File: src/sv/mexp_pkg.sv
// Shared widths and constants for the modular exponentiation block.
package mexp_pkg;

  localparam int MOD_WIDTH   = 31;
  localparam int EXP_WIDTH   = 32;
  localparam int IN_TDATA_W  = ((MOD_WIDTH + EXP_WIDTH + 7) / 8) * 8;
  localparam int OUT_TDATA_W = ((MOD_WIDTH + 7) / 8) * 8;
  localparam int CNT_W       = $clog2(MOD_WIDTH);

  localparam logic [MOD_WIDTH-1:0] MODULUS_RESET = MOD_WIDTH'(1000000007);

endpackage

File: src/sv/modular_exponentiation.sv
// Modular exponentiation top level: right-to-left square-and-multiply, bit-serial multiplier.
// A zero exponent goes from the input beat to ST_HOLD, then to the output register. Otherwise the item
// takes 1 + popcount(e) + (bitlength(e) - 1) modular multiplies, all on the single shared
// interleaved multiply-reduce unit; up to 64 multiplies.
// One item in work at a time: a new beat is taken only back in ST_IDLE, which an out stall delays.
// Reset (rst_n low, synchronous) empties the block and sets the modulus to 1000000007.
module modular_exponentiation
  import mexp_pkg::*;
(
  input  logic                   clk,
  input  logic                   rst_n,
  // cfg_data: modulus
  input  logic                   cfg_valid,
  output logic                   cfg_ready,
  input  logic [MOD_WIDTH-1:0]   cfg_data,
  // in_tdata: base, exponent, zero pad
  input  logic                   in_tvalid,
  output logic                   in_tready,
  input  logic [IN_TDATA_W-1:0]  in_tdata,
  // out_tdata: result, zero pad
  output logic                   out_tvalid,
  input  logic                   out_tready,
  output logic [OUT_TDATA_W-1:0] out_tdata
);

  typedef enum logic [1:0] {ST_IDLE, ST_MUL, ST_HOLD} state_t;
  typedef enum logic [1:0] {OP_RED, OP_XP, OP_SQ} op_t;

  state_t               state_r, state_nxt;
  op_t                  op_r, op_nxt;
  logic [MOD_WIDTH-1:0] m_r, m_nxt;
  logic [MOD_WIDTH-1:0] x_r, x_nxt;
  logic [MOD_WIDTH-1:0] p_r, p_nxt;
  logic [EXP_WIDTH-1:0] n_r, n_nxt;
  logic [MOD_WIDTH-1:0] acc_r, acc_nxt;
  logic [MOD_WIDTH-1:0] mcand_r, mcand_nxt;
  logic [MOD_WIDTH-1:0] mplier_r, mplier_nxt;
  logic [CNT_W-1:0]     cnt_r, cnt_nxt;
  logic [MOD_WIDTH-1:0] res_r, res_nxt;
  logic                 out_valid_r, out_valid_nxt;

  logic [MOD_WIDTH-1:0] in_base;
  logic [EXP_WIDTH-1:0] in_exponent;
  logic                 in_beat;
  logic [MOD_WIDTH+1:0] step_sum;
  logic [MOD_WIDTH+2:0] diff1, diff2;
  logic [MOD_WIDTH-1:0] acc_step;
  logic                 last_step;
  logic [MOD_WIDTH-1:0] x_w, p_w;
  logic [EXP_WIDTH-1:0] n_w;
  logic                 fin;

  assign in_base     = in_tdata[MOD_WIDTH-1:0];
  assign in_exponent = in_tdata[MOD_WIDTH+EXP_WIDTH-1:MOD_WIDTH];
  assign in_tready   = (state_r == ST_IDLE);
  assign in_beat     = in_tvalid && in_tready;
  assign cfg_ready   = 1'b1;
  assign out_tvalid  = out_valid_r;
  assign out_tdata   = {{(OUT_TDATA_W-MOD_WIDTH){1'b0}}, res_r};

  // one step of the interleaved multiply: acc = (2*acc + bit*mcand) mod m
  always_comb begin
    step_sum = {1'b0, acc_r, 1'b0}
             + (mplier_r[MOD_WIDTH-1] ? {2'b00, mcand_r} : {(MOD_WIDTH+2){1'b0}});
    diff1 = {1'b0, step_sum} - {3'b000, m_r};
    diff2 = {1'b0, step_sum} - {2'b00, m_r, 1'b0};
    if (!diff2[MOD_WIDTH+2]) begin
      acc_step = diff2[MOD_WIDTH-1:0];
    end else if (!diff1[MOD_WIDTH+2]) begin
      acc_step = diff1[MOD_WIDTH-1:0];
    end else begin
      acc_step = step_sum[MOD_WIDTH-1:0];
    end
  end

  assign last_step = (cnt_r == CNT_W'(MOD_WIDTH - 1));

  always_comb begin
    state_nxt     = state_r;
    op_nxt        = op_r;
    m_nxt         = m_r;
    x_nxt         = x_r;
    p_nxt         = p_r;
    n_nxt         = n_r;
    acc_nxt       = acc_r;
    mcand_nxt     = mcand_r;
    mplier_nxt    = mplier_r;
    cnt_nxt       = cnt_r;
    res_nxt       = res_r;
    out_valid_nxt = out_valid_r && !out_tready;
    x_w           = x_r;
    p_w           = p_r;
    n_w           = n_r;
    fin           = 1'b0;

    if (cfg_valid && (cfg_data != '0)) begin
      m_nxt = cfg_data;
    end

    unique case (state_r)
      ST_IDLE: begin
        if (in_beat) begin
          n_nxt = in_exponent;
          x_nxt = MOD_WIDTH'(1);
          if (in_exponent == '0) begin
            state_nxt = ST_HOLD;
          end else begin
            op_nxt     = OP_RED;
            mcand_nxt  = MOD_WIDTH'(1);
            mplier_nxt = in_base;
            acc_nxt    = '0;
            cnt_nxt    = '0;
            state_nxt  = ST_MUL;
          end
        end
      end
      ST_MUL: begin
        acc_nxt    = acc_step;
        cnt_nxt    = cnt_r + CNT_W'(1);
        mplier_nxt = {mplier_r[MOD_WIDTH-2:0], 1'b0};
        if (last_step) begin
          unique case (op_r)
            OP_RED: p_w = acc_step;
            OP_XP: begin
              x_w = acc_step;
              fin = ((n_r >> 1) == '0);
            end
            OP_SQ: begin
              p_w = acc_step;
              n_w = n_r >> 1;
            end
            default: p_w = p_r;
          endcase
          x_nxt   = x_w;
          p_nxt   = p_w;
          n_nxt   = n_w;
          acc_nxt = '0;
          cnt_nxt = '0;
          if (fin) begin
            state_nxt = ST_HOLD;
          end else if ((op_r != OP_XP) && n_w[0]) begin
            op_nxt     = OP_XP;
            mcand_nxt  = x_w;
            mplier_nxt = p_w;
          end else begin
            op_nxt     = OP_SQ;
            mcand_nxt  = p_w;
            mplier_nxt = p_w;
          end
        end
      end
      ST_HOLD: begin
        if (!out_valid_r || out_tready) begin
          res_nxt       = x_r;
          out_valid_nxt = 1'b1;
          state_nxt     = ST_IDLE;
        end
      end
      default: state_nxt = ST_IDLE;
    endcase
  end

  always_ff @(posedge clk) begin
    if (!rst_n) begin
      state_r     <= ST_IDLE;
      op_r        <= OP_RED;
      m_r         <= MODULUS_RESET;
      cnt_r       <= '0;
      out_valid_r <= 1'b0;
    end else begin
      state_r     <= state_nxt;
      op_r        <= op_nxt;
      m_r         <= m_nxt;
      cnt_r       <= cnt_nxt;
      out_valid_r <= out_valid_nxt;
    end
    x_r      <= x_nxt;
    p_r      <= p_nxt;
    n_r      <= n_nxt;
    acc_r    <= acc_nxt;
    mcand_r  <= mcand_nxt;
    mplier_r <= mplier_nxt;
    res_r    <= res_nxt;
  end

  a_cnt_idle: assert property (@(posedge clk) disable iff (!rst_n)
    (state_r != ST_MUL) |-> (cnt_r == '0))
    else $error("step counter not cleared outside multiply");

  a_exp_live: assert property (@(posedge clk) disable iff (!rst_n)
    (state_r == ST_MUL) |-> (n_r != '0))
    else $error("multiply running with exhausted exponent");

  a_zero_exp: assert property (@(posedge clk) disable iff (!rst_n)
    (in_beat && (in_exponent == '0)) |=> (state_r == ST_HOLD) && (x_r == MOD_WIDTH'(1)))
    else $error("zero exponent did not go straight to result");

  a_hold_load: assert property (@(posedge clk) disable iff (!rst_n)
    (state_r == ST_HOLD && (!out_valid_r || out_tready)) |=> out_valid_r && (state_r == ST_IDLE))
    else $error("finished result not loaded into output register");

endmodule

File: config.mk
export PLATFORM = sky130hd
export DESIGN_NAME = modular_exponentiation
export DESIGN_NICKNAME = d
export VERILOG_FILES = /design/src/sv/mexp_pkg.sv /design/src/sv/modular_exponentiation.sv
export SDC_FILE = /design/constraint.sdc
export NUM_CORES = 1
export LEC_CHECK = 0
export BUFFER_PORTS_ARGS = -buffer_cell sky130_fd_sc_hd__buf_4
export CORE_ASPECT_RATIO = 1.75
export CORE_MARGIN = 2
export CORE_UTILIZATION = 52
export CTS_CLUSTER_DIAMETER = 150
export DETAILED_ROUTE_END_ITERATION = 12
export PLACE_DENSITY = 0.68
export SLEW_MARGIN = 20
export SYNTH_ARGS = -nofsm -noshare
export SYNTH_HDL_FRONTEND = slang
export SYNTH_SLANG_ARGS = --single-unit
File: constraint.sdc
create_clock -name clk -period 10.9 [get_ports clk]
set_input_delay 1.635 -clock clk [delete_from_list [all_inputs] [get_ports clk]]
set_output_delay 1.635 -clock clk [all_outputs]
set_load 0.005 [all_outputs]
; Yosys cells after proc, flatten, opt, wreduce, memory -nomap -nowiden
; Index checks and enable logic that the tools add are counted.
[op_classes]
muxes = 50
n_eq_ne = 13
add_sub_neg = 4
reduce_logical = 21
[ops]
columns = operator, n
row1 = $mux W31, 19
row2 = $pmux W31 S2, 4
row3 = $mux W32, 5
row4 = $logic_not A32 Y1, 2
row5 = $pmux W32 S2, 1
row6 = $sub A33 B31 Y34, 1
row7 = $sub A33 B32 Y34, 1
row8 = $add A32 B31 Y33, 1
row9 = $reduce_bool A31 Y1, 1
row10 = $mux W2, 10
row11 = $mux W5, 3
row12 = $ne A2 B2 Y1 const B, 5
row13 = $pmux W5 S2, 1
row14 = $reduce_and A4 Y1, 2
row15 = $ne A2 B1 Y1 const B, 3
row16 = $pmux W2 S3, 1
row17 = $reduce_and A3 Y1, 2
row18 = $add A5 B1 Y5 const B, 1
row19 = $eq A5 B5 Y1 const B, 1
row20 = $mux W1, 5
row21 = $reduce_and A5 Y1, 1
row22 = $eq A2 B1 Y1 const B, 2
row23 = $eq A2 B2 Y1 const B, 2
row24 = $logic_and A1 B1 Y1, 4
row25 = other kinds (7), 10
[totals]
out_inout_bits = 35
input_bits = 100
word_cells = 101
reg_bits = 259

; Longest topological paths before layout
; Gate-level depths: netlist of run 1.
[depth]
word_depth = 10
ltp_mapped = 27
depth_no_buf = 23

; Worst setup path after synthesis of run 1
; No wires, ideal clock.
[synth_timing]
path_type = input to register
start = input in_tdata[60]
end = register mcand_r[0] (enable)
required_ns = 10.513
path_buffers = 0
arrival_time_ns = 6.984
cell_stages = 6
setup_ns = 0.387
path_slack_ns = 3.528
cell_sequence = nor4_1 -> nand4_1 -> o21ai_0 -> a21oi_1 -> o21ai_0 -> inv_1
[synth_via]
elab_chain_len = 3
[synth_rtl]
columns = item, line
row1 = "start, declared", modular_exponentiation.sv:19  ; input logic [IN_TDATA_W-1:0] in_tdata,
row2 = $logic_not A32 Y1, modular_exponentiation.sv:105  ; if (in_exponent == '0) begin
row3 = $ne A2 B2 Y1 (no line), -
row4 = $reduce_and A5 Y1 (no line), -
row5 = "end signal, assigned", modular_exponentiation.sv:181  ; mcand_r <= mcand_nxt;
row6 = "end, declared", modular_exponentiation.sv:36  ; logic [MOD_WIDTH-1:0] mcand_r, mcand_nxt;
; No other way between the ends.
; A chain may end at the register's enable or synchronous reset.

; Worst setup path in the final report of run 1
[layout_timing]
start = register mplier_r[30]
end = register mplier_r[12], data pin
[layout_via]
elab_chain_len = 9
word_cells_on_any_way = 10
classes_between = add/sub (3) / mux (7)
[layout_rtl]
columns = item, line
row1 = "start, declared", modular_exponentiation.sv:37  ; logic [MOD_WIDTH-1:0] mplier_r, mplier_nxt;
row2 = "start signal, assigned", modular_exponentiation.sv:182  ; mplier_r <= mplier_nxt;
row3 = $mux W31 (*), modular_exponentiation.sv:64  ; + (mplier_r[MOD_WIDTH-1] ? {2'b00, mcand_r} : {(MOD_WIDTH+2){1'b0}});
row4 = $add A32 B31 Y33 (*), modular_exponentiation.sv:64
row5 = $sub A33 B31 Y34, modular_exponentiation.sv:65  ; diff1 = {1'b0, step_sum} - {3'b000, m_r};
row6 = $mux W31, modular_exponentiation.sv:69  ; end else if (!diff1[MOD_WIDTH+2]) begin
row7 = $mux W31 (*), modular_exponentiation.sv:67  ; if (!diff2[MOD_WIDTH+2]) begin
row8 = $mux W31 (*), modular_exponentiation.sv:122  ; unique case (op_r)
row9 = $mux W31 (*), modular_exponentiation.sv:139  ; if (fin) begin
row10 = $mux W31 (*), modular_exponentiation.sv:121  ; if (last_step) begin
row11 = $pmux W31 S2 (*), modular_exponentiation.sv:100  ; unique case (state_r)
row12 = net mplier_nxt[12], modular_exponentiation.sv:37
; Mark *: on every way through the listed nets, which the timed path passes. The rest lies on a longest branch.

==> results.toml, run 1 <==
[place]
dp_cells = 2288
portBuffers = 131
dp_hpwl_mm = 36.9
gp_congestion = 0.924

[final_layout]
final_cells = 2332
nets = 2113
regArea_mm2 = 0.00737
drive_gt1_share_pct = 11.4
multiInputGateArea_mm2 = 0.00902
nFillCells = 2870
synthToLayoutAreaGrowth_pct = 12.3

[worst_setup_path]
rr_endpoint = "mplier_r[12]$_DFFE_PP_"
cpPeakStageDelay_ns = 0.85
rrSetupSlack_ns = 2.94
ff2ff_path_depth = 23
cp-end-kind = "flop"
path_cells = "nand2_1, inv_1, ha_1, a211oi_1, o21ai_1, o311ai_1, nand3_1, o311ai_0, nand3_1, o311ai_0, ha_1, a21o_1, a21o_1, a21oi_1, o21ai_0, a21o_1, a21oi_1, o211a_1, buf_4, nand2_1, mux2_2, a211oi_1, o41ai_1"
setup.worst_path.start_class = "flop"
crit_end = "mplier_r[12]$_DFFE_PP_"
critical_path.top_delay_family = "compound AO/OA/AOI/OAI gates"
r2r-start = "mplier_r[30]$_DFFE_PP_"
slowest_stage = "edfxtp_1"
critPathKind = "reg -> reg"
arrival_ns = 8.21
cpMostUsedCell = "a21o_1"
cp.depth = 23
timing.critical_path.buf_inv = 2
setup.worst_path.start = "mplier_r[30]$_DFFE_PP_"
cp.required_ns = 11.15
crit_path_max_fanout = 31

[clock_network]
clk_pin_slew_ns = 0.06
cts_tree = "done"
postCtsHoldBufs = 0
cts_buffers = 25
cts_setup_buffers = 0
cts.htree.levels = 1
postCtsResizedCells = 0
cts_buffer_depth = 3
cts_sinks = 259
clkLatencyLatePin_ns = 0.54
cts_root_buf = "clkbuf_16"

[run]
maxCapViolCount = 0

[timing]
setup_tns_ns = 0
slew_viol_final = 0
worstMarginPinSlew_ns = 1.00
rsz0062_at_grt = "no"
max_freq_mhz = 126
fin_crit_sh_pct = 73.0
timing.slew.headroom_pct = 33.1
fin_crit_ns = 7.96
clock_skew_ns = 0.0183
hold_viol_final = 0
setup_violations = 0

[detailed_routing]
antenna_left = 0
wire_per_inst_um = 21.2
routed_wirelength_mm = 49.4
drt_iter0_markers = 996
dr.max_layer_used = "met4"
vias = 14600
wl_met1_mm = 19.7
dr.pass1.iters = 5
drc = 0
wl_met2_mm = 25.1
vias_per_cell = 6.26
dr_wl_met3_mm = 2.71

[synth]
synth.top_cells.by_area = "edfxtp_1, ha_1, dfxtp_1, o21ai_0, a21oi_1"
synth-edff-count = 218
syn_avg_cell_area_um2 = 9.28
ys_async_sr_fraction_pct = 0
ys_seq_elements = 259
syn_inst = 1832
synth_top_area_cell = "edfxtp_1"
yosys_warnings = 0
synth.distinct_cells = 79
synth.top_cell.area_share_pct = 38.5
ys_seq_area_share_pct = 43.3
synth_nets = 2029
syn_area_mm2 = 0.0170
ys.flop_type = "edfxtp_1"

[power_and_ir_drop]
ir_drop_mv = 0.128
powerDensity_mw_per_mm2 = 284
leakagePower_uw = 0.00767

[floorplan]
die_w_um = 141
io_pins = 135
rows = 87
initial_core_util_pct = 52.8
die_h_um = 243
core-area_mm2 = 0.0322
dieArea_mm2 = 0.0342

[min_path]
worstHoldPathCells = 0
worstHoldPathType = "reg -> reg"

[outcome]
status = "finished clean"

[global_routing]
grt_pass1_vias = 14200
antenna_found_initial = 0
grtUsageTotal_pct = 28.5
grt_start_max_net_pins = 80
grt_pass1_wl_mm = 77.1
grt_overflow_total = 0
layout make-up:
class                           instances  area share [%]
Antenna cell                            1          0.0131
Clock inverter                          4           0.249
Multi-Input combinational cell       1397            47.2
Clock buffer                           38            3.58
Inverter                               78            1.53
Timing Repair Buffer                  155            6.20
Sequential cell                       259            38.6
Tap cell                              400            2.62
layer usage:
layer / global-route usage [%] / up-vias
li1: - / 7013
met1: 35.0 / 7026
met2: 51.1 / 464
met3: 3.14 / 92
met4: 10.9 / 0
met5: 0 / -
how the worst min path moves through the flow:
stage                                from                    to  slack [ns]
finish               x_r[1]$_SDFFCE_PN0P_    res_r[1]$_DFFE_PP_        0.49
detailed placement   x_r[4]$_SDFFCE_PN0P_    res_r[4]$_DFFE_PP_        0.46
global route         x_r[1]$_SDFFCE_PN0P_    res_r[1]$_DFFE_PP_        0.50
floorplan           x_r[17]$_SDFFCE_PN0P_   res_r[17]$_DFFE_PP_        0.44
global placement     m_r[10]$_SDFFE_PN0P_  m_r[10]$_SDFFE_PN0P_        0.45
CTS                  x_r[4]$_SDFFCE_PN0P_    res_r[4]$_DFFE_PP_        0.48
cell families after synthesis:
| kind of cell | after synthesis | synth area share [%] |
|---|---|---|
| compound gates | 598 | 23.1 |
| xor+xnor | 68 | 3.50 |
| fa+ha+maj | 97 | 7.27 |
| buf+inv | 176 | 4.05 |
| flops | 259 | 43.3 |
| mux | 30 | 1.82 |
| other cells | 2 | 0.0442 |
| simple gates | 602 | 16.9 |
per-stage QoR:
stage	setup slack (ns)	hold slack (ns)	utilization, %	area [um2]	power, uW
2_1_floorplan	3.53	0.435	-	17000	3700
3_3_place_gp	3.15	0.453	56.9	18300	4530
3_5_place_dp	2.96	0.461	56.9	18300	4570
4_1_cts	2.96	0.476	59.2	19100	5400
5_1_grt	2.34	0.497	59.3	19100	5820
6_report	2.94	0.486	59.3	19100	5430
layout by cell type, fill, tap and decap left out, types with 27 or more instances in the layout:
cell and n:
edfxtp_1 218, nand2_1 170, buf_4 154, o21ai_0 151
nor2_1 146, a21oi_1 137, ha_1 94, inv_1 77
nand3_1 53, and2_1 50, a21o_1 47, nor3_1 42
xnor2_1 42, dfxtp_1 40, a22o_1 32, nor4_1 27
power by group:
group          switching (uW)  internal, uW
Sequential               52.4          1290
Combinational            2080          1190
Clock                     359           454
sequential cells by signal, indices dropped and copies added, names as in the netlist:
| register | cells |
|---|---|
| n_r | 32 |
| acc_r | 31 |
| m_r | 31 |
| mcand_r | 31 |
| mplier_r | 31 |
| p_r | 31 |
| res_r | 31 |
| x_r | 31 |
| cnt_r | 5 |
| op_r | 2 |
| state_r | 2 |
| out_tvalid | 1 |
synth_stat cells, types with 19 or more instances:
cell type,count
a211oi_1,23
a21o_1,47
a21oi_1,138
a22o_1,32
a31oi_1,26
and2_1,51
and3_1,20
clkbuf_1,76
dfxtp_1,41
edfxtp_1,218
ha_1,94
inv_1,77
mux2i_1,22
nand2_1,170
nand3_1,53
nor2_1,152
nor2b_1,20
nor3_1,42
nor4_1,27
o21a_1,21
o21ai_0,152
o31ai_1,19
xnor2_1,42
xor2_1,26
Note: power is estimated with default switching activity, not from simulation.
==> run 2, diff against run 1 <==
- clock period: 10.9 -> 7.5 ns (I/O delays scaled with it)
==> results.toml, run 2 (synthesized netlist as in run 1, its figures left out) <==
[final_layout]
most-common-layout-cells = "edfxtp_1, nand2_1, buf_4"
synthToLayoutAreaGrowth_pct = 13.5
regArea_mm2 = 0.00737
multiInputGateArea_mm2 = 0.00902
antennaDiodeCount = 0
final_common_cell = "edfxtp_1"
nFillCells = 2781
regMostFlops = "n_r"
largest_reg_flops = 32
drive_gt1_share_pct = 12.4
final_area_mm2 = 0.0193
nets = 2128

[power_and_ir_drop]
swShare_pct = 45.6
seqPwrFrac_pct = 24.0
intPower_uw = 4430
clkPwrFrac_pct = 15.4
p_comb_share_pct = 60.6
powerDensity_mw_per_mm2 = 422
netSwitchingPower_uw = 3710
ir_drop_mv = 0.205
leakagePower_uw = 0.00778

[floorplan]
dieArea_mm2 = 0.0342
die_w_um = 141
io_pins = 135
rows = 87
initial_core_util_pct = 52.8
die_h_um = 243
core-area_mm2 = 0.0322

[clock_network]
clkLatencyLatePin_ns = 0.55
cts_root_buf = "clkbuf_16"
cts_tree = "done"
cts_buffer_depth = 3
cts.htree.levels = 1
clk_pin_slew_ns = 0.07
postCtsResizedCells = 0
cts_setup_buffers = 0
cts_buffers = 25
cts_sinks = 259
postCtsHoldBufs = 0

[place]
dp_hpwl_mm = 37.5
placed_area_mm2 = 0.0185
gp_congestion = 0.950
portBuffers = 131

[worst_setup_path]
cpPeakStageDelay_ns = 0.67
critical_path.top_delay_family = "compound AO/OA/AOI/OAI gates"
arrival_ns = 7.13
slowest_stage = "edfxtp_1"
critPathKind = "reg -> reg"
cp.required_ns = 7.78
crit_path_max_fanout = 19
timing.critical_path.buf_inv = 2
cpMostUsedCell = "a21oi_1"
cp-end-kind = "flop"
path_cells = "buf_12, and2_1, ha_1, a211oi_2, o211ai_1, a221o_1, o41a_1, o221ai_1, nor2_1, a211oi_1, ha_1, inv_1, o21bai_1, a21oi_1, o21ai_0, a21o_1, a21oi_1, o211ai_4, nor2_4, o31ai_1, a21boi_0, a21oi_1"
setup.worst_path.start_class = "flop"

[timing]
setup_tns_ns = 0
slew_viol_final = 0
rsz0062_at_grt = "no"
max_freq_mhz = 146
setup_violations = 0
hold_slack_ns = 0.472
clock_skew_ns = 0.0227
worstMarginPinSlew_ns = 0.990
fin_crit_ns = 6.85
timing.slew.headroom_pct = 32.3
hold_viol_final = 0
fin_crit_sh_pct = 91.4

[detailed_routing]
drt_iter0_markers = 1170
dr.pass1.iters = 5
antenna_left = 0
routed_wirelength_mm = 50.0
vias = 14700
wire_per_inst_um = 21.3
drc = 0
vias_per_cell = 6.24

[global_routing]
grt_pass1_wl_mm = 77.1
grt_overflow_total = 0
grt_start_max_net_pins = 76
grtUsageTotal_pct = 28.6
antenna_found_initial = 0
grt_pass1_vias = 14200

[min_path]
worstHoldPathType = "reg -> reg"

[run]
maxCapViolCount = 0

[outcome]
status = "finished clean"
==> run 2: through the flow <==
stage                     total power [uW]  util, %  worst slack (ns)  std cells
final                                 8130     59.9             0.646       2350
after global routing                  8690     59.9             0.153       2350
after CTS                             8060     59.8             0.672       2349
after detailed placement              6780     57.3             0.702       2303
after global placement                6720     57.3             0.725       2303
after floorplan                       5380        -             0.638       1832
==> run 2: layout make-up <==
type / count / area share [%]
Clock inverter: 12 / 0.616
Timing Repair Buffer: 170 / 6.85
Tap cell: 400 / 2.59
Inverter: 78 / 1.52
Clock buffer: 34 / 3.47
Sequential cell: 259 / 38.2
Multi-Input combinational cell: 1397 / 46.8
==> run 2: path summary, 6_finish.rpt <==
check / to / slack (ns) / from / cells past startpoint
hold / removal: m_r[10]$_SDFFE_PN0P_ / 0.47 / m_r[10]$_SDFFE_PN0P_ / 2
setup reg to reg: x_r[4]$_SDFFCE_PN0P_ / 0.65 / mplier_r[30]$_DFFE_PP_ / 22
hold reg to reg: m_r[10]$_SDFFE_PN0P_ / 0.47 / m_r[10]$_SDFFE_PN0P_ / 2
setup / recovery: x_r[4]$_SDFFCE_PN0P_ / 0.65 / mplier_r[30]$_DFFE_PP_ / 22
==> run 2: power groups by stage <==
stage / Sequential, uW / Combinational [uW] / Clock [uW]
floorplan: 1950 / 3430 / 0
global placement: 1980 / 4750 / 0
detailed placement: 1980 / 4800 / 0
CTS: 1950 / 4850 / 1270
global route: 1970 / 5400 / 1320
finish: 1950 / 4930 / 1250
==> run 2: metal layers <==
layer / wire (um) / up-vias / global-route usage [%]
met1: 19700 / 6951 / 34.9
met5: 0 / - / 0
li1: - / 7049 / -
met4: 1590 / 0 / 9.44
met3: 2910 / 91 / 3.53
met2: 25800 / 572 / 52.0
==> run 2: tightest hold or removal path: stages, from the launching register on <==
cell      delay, ns
dfxtp_1        0.31
nand2_1        0.05
a21boi_0       0.06
==> run 3, diff against run 2 <==
- CTS_BUF_LIST: not set -> sky130_fd_sc_hd__clkbuf_8
==> results.toml, run 3 (synthesized netlist as in run 1, its figures left out) <==
[timing]
rsz0062_at_grt = "no"
setup_tns_ns = 0
timing.slew.headroom_pct = 32.6
clock_skew_ns = 0.0232
hold_viol_final = 0
slew_viol_final = 0
fin_crit_sh_pct = 91.1
layout_setup_ws_ns = 0.669
setup_violations = 0
max_freq_mhz = 146
worstMarginPinSlew_ns = 0.986
fin_crit_ns = 6.83

[clock_network]
postCtsHoldBufs = 0
cts_sinks = 259
cts.htree.levels = 2
cts_setup_buffers = 0
cts_root_buf = "clkbuf_8"
cts_buffers = 38
postCtsResizedCells = 0
cts_buffer_depth = 3
cts_tree = "done"
clk_pin_slew_ns = 0.07
clkLatencyLatePin_ns = 0.58

[final_layout]
multiInputGateArea_mm2 = 0.00902
synthToLayoutAreaGrowth_pct = 13.1
regArea_mm2 = 0.00737
nets = 2141
regMostFlops = "n_r"
fin_util_pct = 59.7
largest_reg_flops = 32
drive_gt1_share_pct = 12.9
final_cells = 2374
nFillCells = 2806
most-common-layout-cells = "edfxtp_1, nand2_1, buf_4"
final_common_cell = "edfxtp_1"

[worst_setup_path]
cpPeakStageDelay_ns = 0.67
arrival_ns = 7.13
path_cells = "buf_12, and2_1, ha_1, a211oi_2, o211ai_1, a221o_1, o41a_1, o221ai_1, nor2_1, a211oi_1, ha_1, inv_1, o21bai_1, a21oi_1, o21ai_0, a21o_1, a21oi_1, o211ai_4, nor2_4, o31ai_1, a21boi_0, a21oi_1"
timing.critical_path.buf_inv = 2
critical_path.top_delay_family = "compound AO/OA/AOI/OAI gates"
cp-end-kind = "flop"
slowest_stage = "edfxtp_1"
ff2ff_path_depth = 22
setup.worst_path.start = "mplier_r[30]$_DFFE_PP_"
cp.depth = 22
setup.worst_path.start_class = "flop"
critPathKind = "reg -> reg"
r2r-start = "mplier_r[30]$_DFFE_PP_"
crit_path_max_fanout = 19
cpMostUsedCell = "a21oi_1"
cp.required_ns = 7.80

[power_and_ir_drop]
power_uw = 7990
ir_drop_mv = 0.172
powerDensity_mw_per_mm2 = 416
leakagePower_uw = 0.00782

[floorplan]
io_pins = 135
die_w_um = 141
die_h_um = 243
rows = 87
initial_core_util_pct = 52.8
core-area_mm2 = 0.0322
dieArea_mm2 = 0.0342

[place]
dp_cells = 2303
place_ws_ns = 0.702
gp_congestion = 0.950
portBuffers = 131
dp_hpwl_mm = 37.5

[global_routing]
antenna_found_initial = 2
grt_overflow_total = 0
grt_start_max_net_pins = 76
grtUsageTotal_pct = 28.8
grt_pass1_wl_mm = 77.2
grt_pass1_vias = 14400

[detailed_routing]
drc = 0
vias_per_cell = 6.21
routed_wirelength_mm = 50.2
drt_iter0_markers = 997
antenna_left = 0
dr.pass1.iters = 6
vias = 14700
wire_per_inst_um = 21.1

[run]
maxCapViolCount = 0

[min_path]
worstHoldPathCells = 2
hp-start = "m_r[10]$_SDFFE_PN0P_"
worstHoldPathType = "reg -> reg"

[outcome]
status = "finished clean"
[run 3: cell types whose count changed in the layout (fill, tap and decap cells not counted)]
cell / previous run / this run
clkbuf_1: 8 / 0
clkbuf_16: 25 / 0
clkbuf_8: 1 / 38
clkinv_1: 4 / 3
clkinv_2: 3 / 4
clkinv_8: 0 / 1
clkinvlp_2: 1 / 0
diode_2: 0 / 4
inv_1: 76 / 93
inv_6: 1 / 0
[run 3: path summary, 6_finish.rpt]
kind                               end  slack [ns]
setup / recovery  x_r[4]$_SDFFCE_PN0P_        0.67
hold / removal    m_r[10]$_SDFFE_PN0P_        0.47
setup reg to reg  x_r[4]$_SDFFCE_PN0P_        0.67
hold reg to reg   m_r[10]$_SDFFE_PN0P_        0.47
[run 3: layout make-up]
class                   count  share of cell area (%)
multi-input cells        1397                    46.9
flip-flops and latches    259                    38.3
repair buffers            170                    6.87
clock buffers              38                    2.72
well taps                 400                    2.60
inverters                  78                    1.52
clock inverters            28                   0.970
diodes                      4                  0.0521
[run 3: power breakdown]
group / leakage [uW] / switching [uW] / total (uW) / internal (uW)
Clock: 0.000424 / 566 / 1110 / 547
Combinational: 0.00495 / 3070 / 4930 / 1860
Sequential: 0.00245 / 77.8 / 1950 / 1870
Total: 0.00782 / 3710 / 7990 / 4280
[run 3: through the flow]
stage / hold slack [ns] / cell area (um2)
2_1_floorplan: 0.435 / 17000
3_3_place_gp: 0.454 / 18500
3_5_place_dp: 0.461 / 18500
4_1_cts: 0.472 / 19200
5_1_grt: 0.492 / 19200
6_report: 0.470 / 19200
[run 3: worst min-delay path, cell delays in order, from the launching register on]
cell	delay, ns
dfxtp_1	0.31
nand2_1	0.05
a21boi_0	0.06
[run 3: layer usage]
layer  vias to the layer above  GRT usage [%]  wire (um)  share of wire, %
met2                       576           51.7      25600                51
li1                       7088              -          -                 -
met1                      6955           34.6      19400                39
met5                         -              0          0                 0
met4                         0           11.8       2140               4.3
met3                       117           3.81       3030               6.0
